File: config.mk
export PLATFORM = sky130hd
export DESIGN_NAME = omp_cell
export DESIGN_NICKNAME = d
export VERILOG_FILES = /design/src/rtl/core/omp_pkg.sv /design/src/rtl/core/omp_cell.sv
export SDC_FILE = /design/constraint.sdc
export NUM_CORES = 1
export LEC_CHECK = 0
export ABC_AREA = 1
export BUFFER_PORTS_ARGS = -buffer_cell sky130_fd_sc_hd__buf_2
export CAP_MARGIN = 10
export CORE_ASPECT_RATIO = 0.75
export CORE_UTILIZATION = 50
export CTS_CLUSTER_DIAMETER = 80
export DETAILED_ROUTE_END_ITERATION = 16
export MAX_ROUTING_LAYER = met4
export PLACE_DENSITY_LB_ADDON = 0.2
export RECOVER_POWER = 50
export SLEW_MARGIN = 20
export SYNTH_ARGS = -nofsm -noshare
export SYNTH_HDL_FRONTEND = slang
export SYNTH_SLANG_ARGS = --single-unit
export TNS_END_PERCENT = 50
File: constraint.sdc
create_clock -name clk_i -period 5.6 [get_ports clk_i]
set_input_delay 0.84 -clock clk_i [delete_from_list [all_inputs] [get_ports clk_i]]
set_output_delay 0.84 -clock clk_i [all_outputs]
set_load 0.01 [all_outputs]
File: src/rtl/core/omp_pkg.sv
// ----------------------------------------------------------------------------
// omp_pkg
// Shared types and constants of the ordered max product matching block.
// ----------------------------------------------------------------------------
package omp_pkg;

  localparam int VALUE_BITS      = 16;
  localparam int MAX_FIRST_DEF   = 64;
  localparam int SUM_OUT_W       = 38;
  localparam int FIRST_CNT_W     = 7;
  localparam int SECOND_CNT_W    = 16;
  localparam int CFG_IDX_W       = 1;
  localparam int CFG_DATA_W      = 16;

  localparam logic [CFG_IDX_W-1:0] CFG_FIRST_COUNT  = 1'd0;
  localparam logic [CFG_IDX_W-1:0] CFG_SECOND_COUNT = 1'd1;

  typedef enum logic {
    OP_LOAD   = 1'b0,
    OP_STREAM = 1'b1
  } omp_op_e;

  typedef enum logic [1:0] {
    ST_OK         = 2'd0,
    ST_INFEASIBLE = 2'd1,
    ST_ORDER      = 2'd2
  } omp_status_e;

  typedef struct packed {
    omp_op_e                       operation;
    logic signed [VALUE_BITS-1:0]  value;
  } omp_req_t;

  typedef struct packed {
    logic signed [SUM_OUT_W-1:0]   best_sum;
    omp_status_e                   status;
  } omp_res_t;

  // controls broadcast along the row of cells
  typedef struct packed {
    logic mul;
    logic upd;
    logic clr;
  } omp_cell_ctrl_t;

endpackage

File: src/rtl/core/omp_cell.sv
// ----------------------------------------------------------------------------
// omp_cell
// One row of the running best sums: holds one first value, multiplies it by
// the slot value, then folds the product onto the neighbor's best sum.
// ----------------------------------------------------------------------------
module omp_cell #(
  parameter int SUM_W = 2 * omp_pkg::VALUE_BITS + 6
) (
  input  logic                                 clk_i,
  input  logic                                 rst_ni,
  input  omp_pkg::omp_cell_ctrl_t              ctrl_i,
  input  logic                                 load_i,
  input  logic signed [omp_pkg::VALUE_BITS-1:0] value_i,
  input  logic signed [SUM_W-1:0]              prev_best_i,
  input  logic                                 prev_valid_i,
  output logic signed [SUM_W-1:0]              best_o,
  output logic                                 valid_o
);

  localparam int PROD_W = 2 * omp_pkg::VALUE_BITS;

  logic signed [omp_pkg::VALUE_BITS-1:0] fv_q;
  logic signed [PROD_W-1:0]              prod_q;
  logic signed [SUM_W-1:0]               best_q, best_d, cand;
  logic                                  valid_q, valid_d, take;

  always_comb begin
    cand   = prev_best_i + SUM_W'(prod_q);
    take   = ctrl_i.upd && prev_valid_i && (!valid_q || (cand > best_q));
    best_d = take ? cand : best_q;
    if (ctrl_i.clr) begin
      valid_d = 1'b0;
    end else if (ctrl_i.upd && prev_valid_i) begin
      valid_d = 1'b1;
    end else begin
      valid_d = valid_q;
    end
  end

  always_ff @(posedge clk_i) begin
    if (load_i) begin
      fv_q <= value_i;
    end
    if (ctrl_i.mul) begin
      prod_q <= fv_q * value_i;
    end
    best_q <= best_d;
  end

  always_ff @(posedge clk_i or negedge rst_ni) begin
    if (!rst_ni) begin
      valid_q <= 1'b0;
    end else begin
      valid_q <= valid_d;
    end
  end

  assign best_o  = best_q;
  assign valid_o = valid_q;

endmodule

==> results of run 1 <==
-- cells in the mapped netlist (2+ instances only) --
master	number
sky130_fd_sc_hd__ha_1	157
sky130_fd_sc_hd__nand3_1	44
sky130_fd_sc_hd__nor3_1	8
sky130_fd_sc_hd__inv_1	588
sky130_fd_sc_hd__nor2_2	3
sky130_fd_sc_hd__nand4_1	12
sky130_fd_sc_hd__nand2_2	3
sky130_fd_sc_hd__a21oi_1	95
sky130_fd_sc_hd__o21a_1	5
sky130_fd_sc_hd__o21ai_2	4
sky130_fd_sc_hd__a31oi_1	5
sky130_fd_sc_hd__a21o_1	14
sky130_fd_sc_hd__xor2_1	46
sky130_fd_sc_hd__a21boi_0	3
sky130_fd_sc_hd__nor2_1	110
sky130_fd_sc_hd__fa_1	263
sky130_fd_sc_hd__a21boi_2	2
sky130_fd_sc_hd__clkbuf_1	55
sky130_fd_sc_hd__o21bai_1	10
sky130_fd_sc_hd__o21ai_1	2
sky130_fd_sc_hd__xnor2_1	22
sky130_fd_sc_hd__nor3_2	6
sky130_fd_sc_hd__or2_2	6
sky130_fd_sc_hd__edfxtp_1	86
sky130_fd_sc_hd__inv_2	2
sky130_fd_sc_hd__nand2_1	456
sky130_fd_sc_hd__nor4_1	3
sky130_fd_sc_hd__o21ai_0	40
sky130_fd_sc_hd__o211ai_1	2
-- how the worst min path moves through the flow --
stage	start	end	slack [ns]	cells past startpoint
after floorplan	rst_ni	valid_o	0.54	0
after global placement	valid_o	valid_o	0.56	2
after detailed placement	valid_o	valid_o	0.58	2
after CTS	rst_ni	valid_o	0.20	1
after global routing	rst_ni	valid_o	0.21	1
final	rst_ni	valid_o	0.21	1
-- state kept, by name, indices dropped and copies added (netlist names) --
register,count
valid_o,1
best_o,38
fv_q,16
prod_q,32
-- metal layers --
layer | routed length [um] | vias to the layer above | GRT usage | share of wire
met4 | 640 | 0 | 0.0526 | 0.014
met3 | 3790 | 43 | 0.0686 | 0.084
met2 | 19600 | 412 | 0.420 | 0.43
li1 | - | 6649 | - | -
met5 | 0 | - | - | 0
met1 | 21300 | 6812 | 0.425 | 0.47
-- cells by family (layout without fill, tap and decap cells) --
family	Yosys count	count (layout)	synth area share
compound gates	187	187	0.0645
xor+xnor	68	68	0.0359
simple gates	656	656	0.161
other cells	0	1	0
buf+inv	646	914	0.146
flops	87	87	0.157
fa+ha+maj	420	420	0.436
-- area by class of cell --
type	count	area, um^2
fillers	2855	12000
clock inverters	7	61.3
multi-input cells	1331	12400
inverters	590	2230
well taps	442	553
clock buffers	9	225
diodes	1	2.50
repair buffers	308	2440
flip-flops and latches	87	2610
-- timing repair --
item,CTS,global route
setup endpoints to repair,16,19
gates resized for setup,57,185
pin swaps,33,92
setup buffers,10,34
endpoints found under the hold margin,0,0
-- metrics by stage --
step,hold slack [ns],setup TNS (ns),instances
after floorplan,0.535,-0.975,2064
after global placement,0.562,-9.50,2716
after detailed placement,0.575,-10.17,2716
after CTS,0.203,0,2742
after global routing,0.206,-1.74,2775
final,0.213,0,2775
==> results.json, run 1 <==
{
  "outcome": "complete, no violations",
  "mostFrequentLayoutCell": "sky130_fd_sc_hd__inv_1",
  "design_area_um2": 20600,
  "tritoncts": "built",
  "reg2reg_slack_ns": 0.04,
  "grt_use_total": 0.293,
  "timing.final.crit_share": 1.00,
  "crit_path_end_kind": "flip-flop",
  "cp_num_buf_inv": 7,
  "cp_top_family": "adder cells",
  "cp_cell_sequence": "buf_8 > inv_8 > buf_12 > or2_4 > fa_1 > fa_1 > inv_1 > fa_1 > fa_2 > fa_1 > inv_1 > fa_1 > inv_2 > ha_4 > nand2_4 > inv_4 > nand2_4 > nor3_4 > nand4_1 > nand3_4 > a21oi_2 > xor2_1",
  "dr.first_iter.drc_count": 1150,
  "final_nets": 2808,
  "die_w_um": 212,
  "max_slew_violation_count": 0,
  "layout-drive-gt1-share": 0.224,
  "worstSetupPathType": "input pin to flip-flop",
  "netlist_instances": 2064,
  "place_congestion": 1.00,
  "placed_area_um2": 19100,
  "routed-via-count": 13900,
  "initial_utilization": 0.510,
  "predominant_post_synthesis_flop_cell": "sky130_fd_sc_hd__edfxtp_1",
  "fin_ws_ns": 0.000174,
  "relSlewSlack": 0.463,
  "unrepaired_setup_endpoints_after_global_routing": "true",
  "synthDominantCellAreaShare": 0.317,
  "tritoncts_num_sinks": 87,
  "yosys.area.top_type": "sky130_fd_sc_hd__fa_1",
  "synth.distinct_cells": 41,
  "worst-path-max-fanout": 5,
  "syn_nets": 2545,
  "cts.clk_slew.worst_paths_ns": 0.08,
  "min-delay-path-class": "input pin to asynchronous set/reset pin",
  "mostFrequentLayoutCells": "sky130_fd_sc_hd__inv_1 (555), sky130_fd_sc_hd__nand2_1 (414), sky130_fd_sc_hd__fa_1 (242)",
  "timing.fmax_ghz": 0.179,
  "synth.yosys.seq_area_share": 0.157,
  "routed_wire_length_per_instance_um": 16.4,
  "critPathArrivalTime_ns": 5.73,
  "grt_pass1_vias": 14400,
  "max_stage_delay_ns": 0.50,
  "timing.max_cap.violations": 0,
  "grt_overflow": 0,
  "area_growth_from_synthesis_to_layout_pct": 23.9,
  "critical-path-top-cell-by-count": "sky130_fd_sc_hd__fa_1",
  "critical_path.slowest_cell": "sky130_fd_sc_hd__fa_1",
  "core_region_area_um2": 32500,
  "worst_reg2reg_path_startpoint": "fv_q[7]",
  "cp-start-kind": "input pin",
  "die_height_um": 160,
  "final_period_minus_worst_setup_slack_ns": 5.60,
  "post_synth.cell_area_avg_um2": 8.04,
  "antenna_violating_nets_post_route": 0,
  "grt_max_degree": 39,
  "dp_slack_ns": -0.853,
  "wire_length_of_the_first_global_routing_pass_um": 74100,
  "ctsLongestPathBuffers": 2,
  "worstReg2RegEnd": "prod_q[30]",
  "report.final.hold_viol_count": 0,
  "synthesis.yosys.warnings": 0,
  "numCtsBuffers": 9,
  "count_of_input_and_output_buffers": 99,
  "max_slew.worst_pin.slew_ns": 0.797,
  "yosys_register_bits": 87,
  "critical_path_cell_count": 22,
  "die_area_um2": 33900,
  "synth.area.top_cells": "sky130_fd_sc_hd__fa_1 (32%), sky130_fd_sc_hd__edfxtp_1 (16%), sky130_fd_sc_hd__inv_1 (13%)",
  "setup_violations": 0,
  "worst_setup_path_startpoint": "value_i[15]",
  "postLayoutCoreUtil": 0.632,
  "worst-r2r-cell-count": 21,
  "grt_antenna_before_repair": 1,
  "cts_hold_buf": 0,
  "root_buffer_cell": "sky130_fd_sc_hd__clkbuf_16",
  "syn_area_um2": 16600,
  "post_synth_edffs": 86,
  "top_level_ports": 100,
  "final.setup_skew_ns": 0.0168,
  "htree_num_levels": 3,
  "dr.pass1.iters": 5,
  "route.detailed.drc": 0,
  "postRouteWirelength_um": 45400,
  "fp_rows": 57,
  "endpoint": "prod_q[30]",
  "critPathRequiredTime_ns": 5.73,
  "drt-vias-per-instance": 5.01,
  "asyncSetResetFlopFracSynth": 0.0115,
  "worstSkewPairLatency_ns": 0.38,
  "hpwlAfterDp_um": 38500
}
Power of run 1 is not shown: default switching activity piles up to over one toggle a cycle in this logic, so the estimate is an artifact.
==> run 2, diff against run 1 <==
--- a/config.mk
+++ b/config.mk
@@ -9,11 +9,12 @@
 export BUFFER_PORTS_ARGS = -buffer_cell sky130_fd_sc_hd__buf_2
 export CAP_MARGIN = 10
 export CORE_ASPECT_RATIO = 0.75
+export CORE_MARGIN = 2
 export CORE_UTILIZATION = 50
 export CTS_CLUSTER_DIAMETER = 80
 export DETAILED_ROUTE_END_ITERATION = 16
 export MAX_ROUTING_LAYER = met4
-export PLACE_DENSITY_LB_ADDON = 0.2
+export PLACE_DENSITY = 0.7
 export RECOVER_POWER = 50
 export SLEW_MARGIN = 20
 export SYNTH_ARGS = -nofsm -noshare
==> results.json, run 2 (synthesis results as in run 1) <==
{
  "outcome": "finished with violations",
  "failed_checks": "setup timing",
  "critical_path.slowest_cell": "sky130_fd_sc_hd__fa_2",
  "dr.pass1.iters": 5,
  "worst_setup_path_startpoint": "value_i[5]",
  "setup_violations": 2,
  "relSlewSlack": 0.466,
  "cp_cell_sequence": "buf_4 > nand2_1 > fa_1 > inv_2 > fa_2 > buf_12 > inv_2 > fa_2 > fa_1 > inv_2 > fa_1 > inv_2 > fa_1 > inv_2 > ha_4 > a21o_1 > nand2_1 > nand2_2 > a21oi_2 > o21a_1 > nand2_2 > xor2_1",
  "routedLengthMet1_um": 20800,
  "worstSkewPairLatency_ns": 0.38,
  "met2WireLength_um": 19900,
  "timing.fmax_ghz": 0.177,
  "area_growth_from_synthesis_to_layout_pct": 21.3,
  "hpwlAfterDp_um": 38300,
  "mostFrequentLayoutCell": "sky130_fd_sc_hd__inv_1",
  "highest_layer": "met4",
  "largest_register_ffs": 38,
  "critPathRequiredTime_ns": 5.74,
  "numCtsBuffers": 9,
  "critPathArrivalTime_ns": 5.80,
  "antenna_cells": 0,
  "timing.max_cap.violations": 0,
  "total_negative_setup_slacks_ns": -0.0692,
  "max_stage_delay_ns": 0.73,
  "place_congestion": 0.972,
  "tritoncts_num_sinks": 87,
  "grt_overflow": 0,
  "critical-path-top-cell-by-count": "sky130_fd_sc_hd__inv_2",
  "postRouteWirelength_um": 45000,
  "wire_length_of_the_first_global_routing_pass_um": 74000,
  "fp_rows": 57,
  "ctsLongestPathBuffers": 2,
  "report.final.hold_viol_count": 0,
  "count_of_input_and_output_buffers": 99,
  "cp-start-kind": "input pin",
  "antenna_violating_nets_post_route": 0,
  "final_nets": 2789,
  "cts.clk_slew.worst_paths_ns": 0.08,
  "final.setup_skew_ns": 0.0154,
  "initial_utilization": 0.510,
  "min-delay-path-class": "input pin to asynchronous set/reset pin",
  "routed-via-count": 13900,
  "worst_reg2reg_path_startpoint": "fv_q[15]",
  "grt_pass1_vias": 14400,
  "root_buffer_cell": "sky130_fd_sc_hd__clkbuf_16",
  "grt_max_degree": 39,
  "die_height_um": 162,
  "max_slew.worst_pin.slew_ns": 0.793,
  "die_area_um2": 34700,
  "drt-vias-per-instance": 5.05,
  "grt_antenna_before_repair": 0,
  "routed_wire_length_per_instance_um": 16.3,
  "dr.first_iter.drc_count": 1170,
  "dp_slack_ns": -0.710,
  "route.detailed.drc": 0,
  "worstSetupPathType": "input pin to flip-flop",
  "tritoncts": "built",
  "final_period_minus_worst_setup_slack_ns": 5.66,
  "htree_num_levels": 3,
  "wl_met3_um": 3640,
  "layout-drive-gt1-share": 0.205,
  "timing.final.crit_share": 1.01,
  "post_layout_nonfiller_instances": 2755,
  "crit_path_end_kind": "flip-flop",
  "unrepaired_setup_endpoints_after_global_routing": "true",
  "fin_ws_ns": -0.0591,
  "die_w_um": 214,
  "mostFrequentLayoutCells": "sky130_fd_sc_hd__inv_1 (565), sky130_fd_sc_hd__nand2_1 (427), sky130_fd_sc_hd__fa_1 (250)",
  "top_level_ports": 100,
  "max_slew_violation_count": 0,
  "dp_cells": 2709,
  "grt_use_total": 0.282,
  "worst-path-max-fanout": 13,
  "core_region_area_um2": 32500
}
run 2: cell types whose count changed in the layout (fill, tap and decap cells not counted), moves of 8 or more:
cell                      before  now
sky130_fd_sc_hd__buf_6        30   22
sky130_fd_sc_hd__fa_1        242  250
sky130_fd_sc_hd__fa_2         21   13
sky130_fd_sc_hd__inv_1       555  565
sky130_fd_sc_hd__nand2_1     414  427
run 2: metrics by stage:
| stage | util | hold WS, ns | area (um^2) |
|---|---|---|---|
| after detailed placement | 0.584 | 0.564 | 19000 |
| after floorplan | - | 0.535 | 17000 |
| after CTS | 0.599 | 0.207 | 19500 |
| final | 0.619 | 0.215 | 20100 |
| after global placement | 0.584 | 0.555 | 19000 |
| after global routing | 0.619 | 0.208 | 20100 |
run 2: routing by layer:
layer	vias to the layer above	GRT usage
met5	-	-
met4	0	0.0533
met3	44	0.0581
met2	448	0.421
met1	6800	0.402
li1	6623	-
run 2: area by class of cell:
cell class | instances | area [um^2]
clock buffer | 9 | 225
clock inverter | 7 | 87.6
fill | 2890 | 12400
inverter | 590 | 2220
multi-input combinational | 1331 | 12300
sequential | 87 | 2610
tap | 442 | 553
timing repair buffer | 289 | 2170
run 2: what timing repair did:
action / 4_1_cts / 5_1_grt
hold buffers: 0 / 0
buffers inserted: 5 / 25
pin swaps: 23 / 59
hold endpoints to repair: 0 / 0
resized for setup: 40 / 115
setup endpoints to repair: 12 / 19
run 2: final timing paths:
| check | cells after the start | slack, ns | endpoint |
|---|---|---|---|
| worst max-delay path | 22 | -0.06 | prod_q[28] |
| worst min-delay path | 1 | 0.22 | valid_o |
| worst max register to register | 22 | -0.02 | prod_q[28] |
| worst min register to register | 2 | 0.58 | valid_o |
| max in group asynchronous | 1 | 5.30 | valid_o |
| min in group clk_i | 2 | 0.58 | valid_o |
run 2: critical path, delay by kind of cell:
family / cells / cell delay (ns)
simple gates: 4 / 0.37
xor+xnor: 1 / 0.14
fa+ha+maj: 7 / 3.45
buf+inv: 7 / 0.54
compound gates: 3 / 0.43
Power of run 2 is left out for the same reason.
==> run 3, diff against run 2 <==
==> constraint.sdc (replaced) <==
create_clock -name clk_i -period 5.6 [get_ports clk_i]
set_input_delay 0.56 -clock clk_i [delete_from_list [all_inputs] [get_ports clk_i]]
set_output_delay 0.56 -clock clk_i [all_outputs]
set_load 0.01 [all_outputs]
==> results.json, run 3 (synthesis results as in run 1) <==
{
  "antenna_cells": 0,
  "max_slew.worst_pin.slew_ns": 0.936,
  "numCtsBuffers": 9,
  "unrepaired_setup_endpoints_after_global_routing": "true",
  "mostFrequentLayoutCell": "sky130_fd_sc_hd__inv_1",
  "nFillCells": 2943,
  "die_w_um": 214,
  "dr.first_iter.drc_count": 983,
  "ctsLongestPathBuffers": 2,
  "hpwlAfterDp_um": 38100,
  "tritoncts": "built",
  "top_level_ports": 100,
  "grt_antenna_before_repair": 0,
  "worstSkewPairLatency_ns": 0.38,
  "htree_num_levels": 3,
  "grt_overflow": 0,
  "relSlewSlack": 0.376,
  "highest_layer": "met4",
  "worst-path-max-fanout": 8,
  "worst_setup_path_startpoint": "fv_q[15]",
  "tritoncts_num_sinks": 87,
  "cts.clk_slew.worst_paths_ns": 0.08,
  "min-delay-path-class": "input pin to flip-flop",
  "antenna_violating_nets_post_route": 0,
  "seq_area_um2": 2610,
  "routedLengthMet1_um": 21800,
  "worst-r2r-cell-count": 19,
  "grt_max_degree": 39,
  "reg2reg_slack_ns": 0.04,
  "postRouteWirelength_um": 45300,
  "route.detailed.drc": 0,
  "timing.max_cap.violations": 0,
  "count_of_input_and_output_buffers": 99,
  "critPathArrivalTime_ns": 5.69,
  "dp_cells": 2712,
  "max_slew_violation_count": 0,
  "root_buffer_cell": "sky130_fd_sc_hd__clkbuf_16",
  "timing.fmax_ghz": 0.180,
  "report.final.hold_viol_count": 0,
  "area_growth_from_synthesis_to_layout_pct": 20.3,
  "worst_hold_slack_ns": 0.337,
  "crit_path_end_kind": "flip-flop",
  "worst_reg2reg_path_startpoint": "fv_q[15]",
  "grt_pass1_vias": 14400,
  "layout-drive-gt1-share": 0.195,
  "timing.final.crit_share": 0.994,
  "dr.pass1.iters": 5,
  "endpoint": "prod_q[31]",
  "worstSetupPathType": "flip-flop to flip-flop",
  "cp-start-kind": "flip-flop",
  "routed-via-count": 13900,
  "die_height_um": 162,
  "post_layout_nonfiller_instances": 2747,
  "mostFrequentLayoutCells": "sky130_fd_sc_hd__inv_1 (568), sky130_fd_sc_hd__nand2_1 (430), sky130_fd_sc_hd__fa_1 (251)",
  "setup_violations": 0,
  "largest_register_ffs": 38,
  "worstReg2RegEnd": "prod_q[31]",
  "place_congestion": 0.941,
  "wl_met3_um": 3140,
  "initial_utilization": 0.510,
  "core_region_area_um2": 32500,
  "grt_use_total": 0.282,
  "met2WireLength_um": 19700,
  "wire_length_of_the_first_global_routing_pass_um": 74300,
  "final_period_minus_worst_setup_slack_ns": 5.56,
  "routed_wire_length_per_instance_um": 16.5,
  "final_nets": 2781,
  "drt-vias-per-instance": 5.05,
  "critPathRequiredTime_ns": 5.73,
  "die_area_um2": 34700,
  "total_negative_setup_slacks_ns": 0,
  "multiInputGateArea_um2": 12200,
  "outcome": "complete, no violations",
  "final.setup_skew_ns": 0.00955,
  "fp_rows": 57
}
## run 3: changes by cell type in the layout (fill, tap and decap cells not counted), sizes merged
cell / before / now
dlygate4sd3: 0 / 1
clkbuf: 9 / 13
buf: 289 / 276
inv: 594 / 593
clkinv: 2 / 0
clkinvlp: 0 / 1
bufinv: 1 / 3
## run 3: worst max-delay path: stages (launching register included)
cell                       delay [ns]
sky130_fd_sc_hd__edfxtp_1        0.39
sky130_fd_sc_hd__buf_6           0.16
sky130_fd_sc_hd__nand2_1         0.09
sky130_fd_sc_hd__inv_2           0.05
sky130_fd_sc_hd__fa_2            0.63
sky130_fd_sc_hd__fa_2            0.50
sky130_fd_sc_hd__buf_12          0.17
sky130_fd_sc_hd__buf_4           0.14
sky130_fd_sc_hd__fa_2            0.57
sky130_fd_sc_hd__inv_1           0.06
sky130_fd_sc_hd__fa_1            0.51
sky130_fd_sc_hd__fa_1            0.44
sky130_fd_sc_hd__fa_1            0.55
sky130_fd_sc_hd__inv_1           0.04
sky130_fd_sc_hd__ha_1            0.31
sky130_fd_sc_hd__inv_1           0.13
sky130_fd_sc_hd__nor3_1          0.09
sky130_fd_sc_hd__a21oi_2         0.21
sky130_fd_sc_hd__nand3_2         0.11
sky130_fd_sc_hd__xnor2_1         0.14
## run 3: what timing repair did
item                                    4_1_cts  5_1_grt
endpoints found under the setup margin       13       18
setup buffers                                 2       15
gates cloned                                  0        1
pin swaps                                    13       65
endpoints found under the hold margin         1        0
hold buffers                                  1        0
resized for setup                            36      130
## run 3: worst min path at each step
stage          startpoint      end  slack, ns  cells past startpoint
6_report        ctrl_i[0]  valid_o       0.34                      2
5_1_grt         ctrl_i[0]  valid_o       0.32                      2
4_1_cts         ctrl_i[0]  valid_o       0.32                      2
3_5_place_dp       rst_ni  valid_o       0.34                      1
3_3_place_gp       rst_ni  valid_o       0.33                      1
2_1_floorplan      rst_ni  valid_o       0.26                      0
## run 3: metrics by stage
| stage | util | setup WS [ns] | instance area (um^2) |
|---|---|---|---|
| global placement | 0.579 | -0.597 | 18800 |
| floorplan | - | 0.000744 | 16700 |
| global route | 0.614 | -0.136 | 20000 |
| CTS | 0.595 | 0.00817 | 19400 |
| detailed placement | 0.579 | -0.634 | 18800 |
| finish | 0.614 | 0.0357 | 20000 |
## run 3: cell type report
type,count,area share
Tap cell,442,0.0277
Sequential cell,87,0.131
Clock inverter,7,0.00620
Inverter,590,0.111
Multi-Input combinational cell,1331,0.611
Timing Repair Buffer,281,0.103
Clock buffer,9,0.0113
## run 3: per-layer routing
| metal | global-route usage | up-vias |
|---|---|---|
| met5 | - | - |
| met4 | 0.0549 | 0 |
| met3 | 0.0455 | 43 |
| met2 | 0.421 | 411 |
| met1 | 0.410 | 6822 |
| li1 | - | 6595 |
Power of run 3 is left out for the same reason.
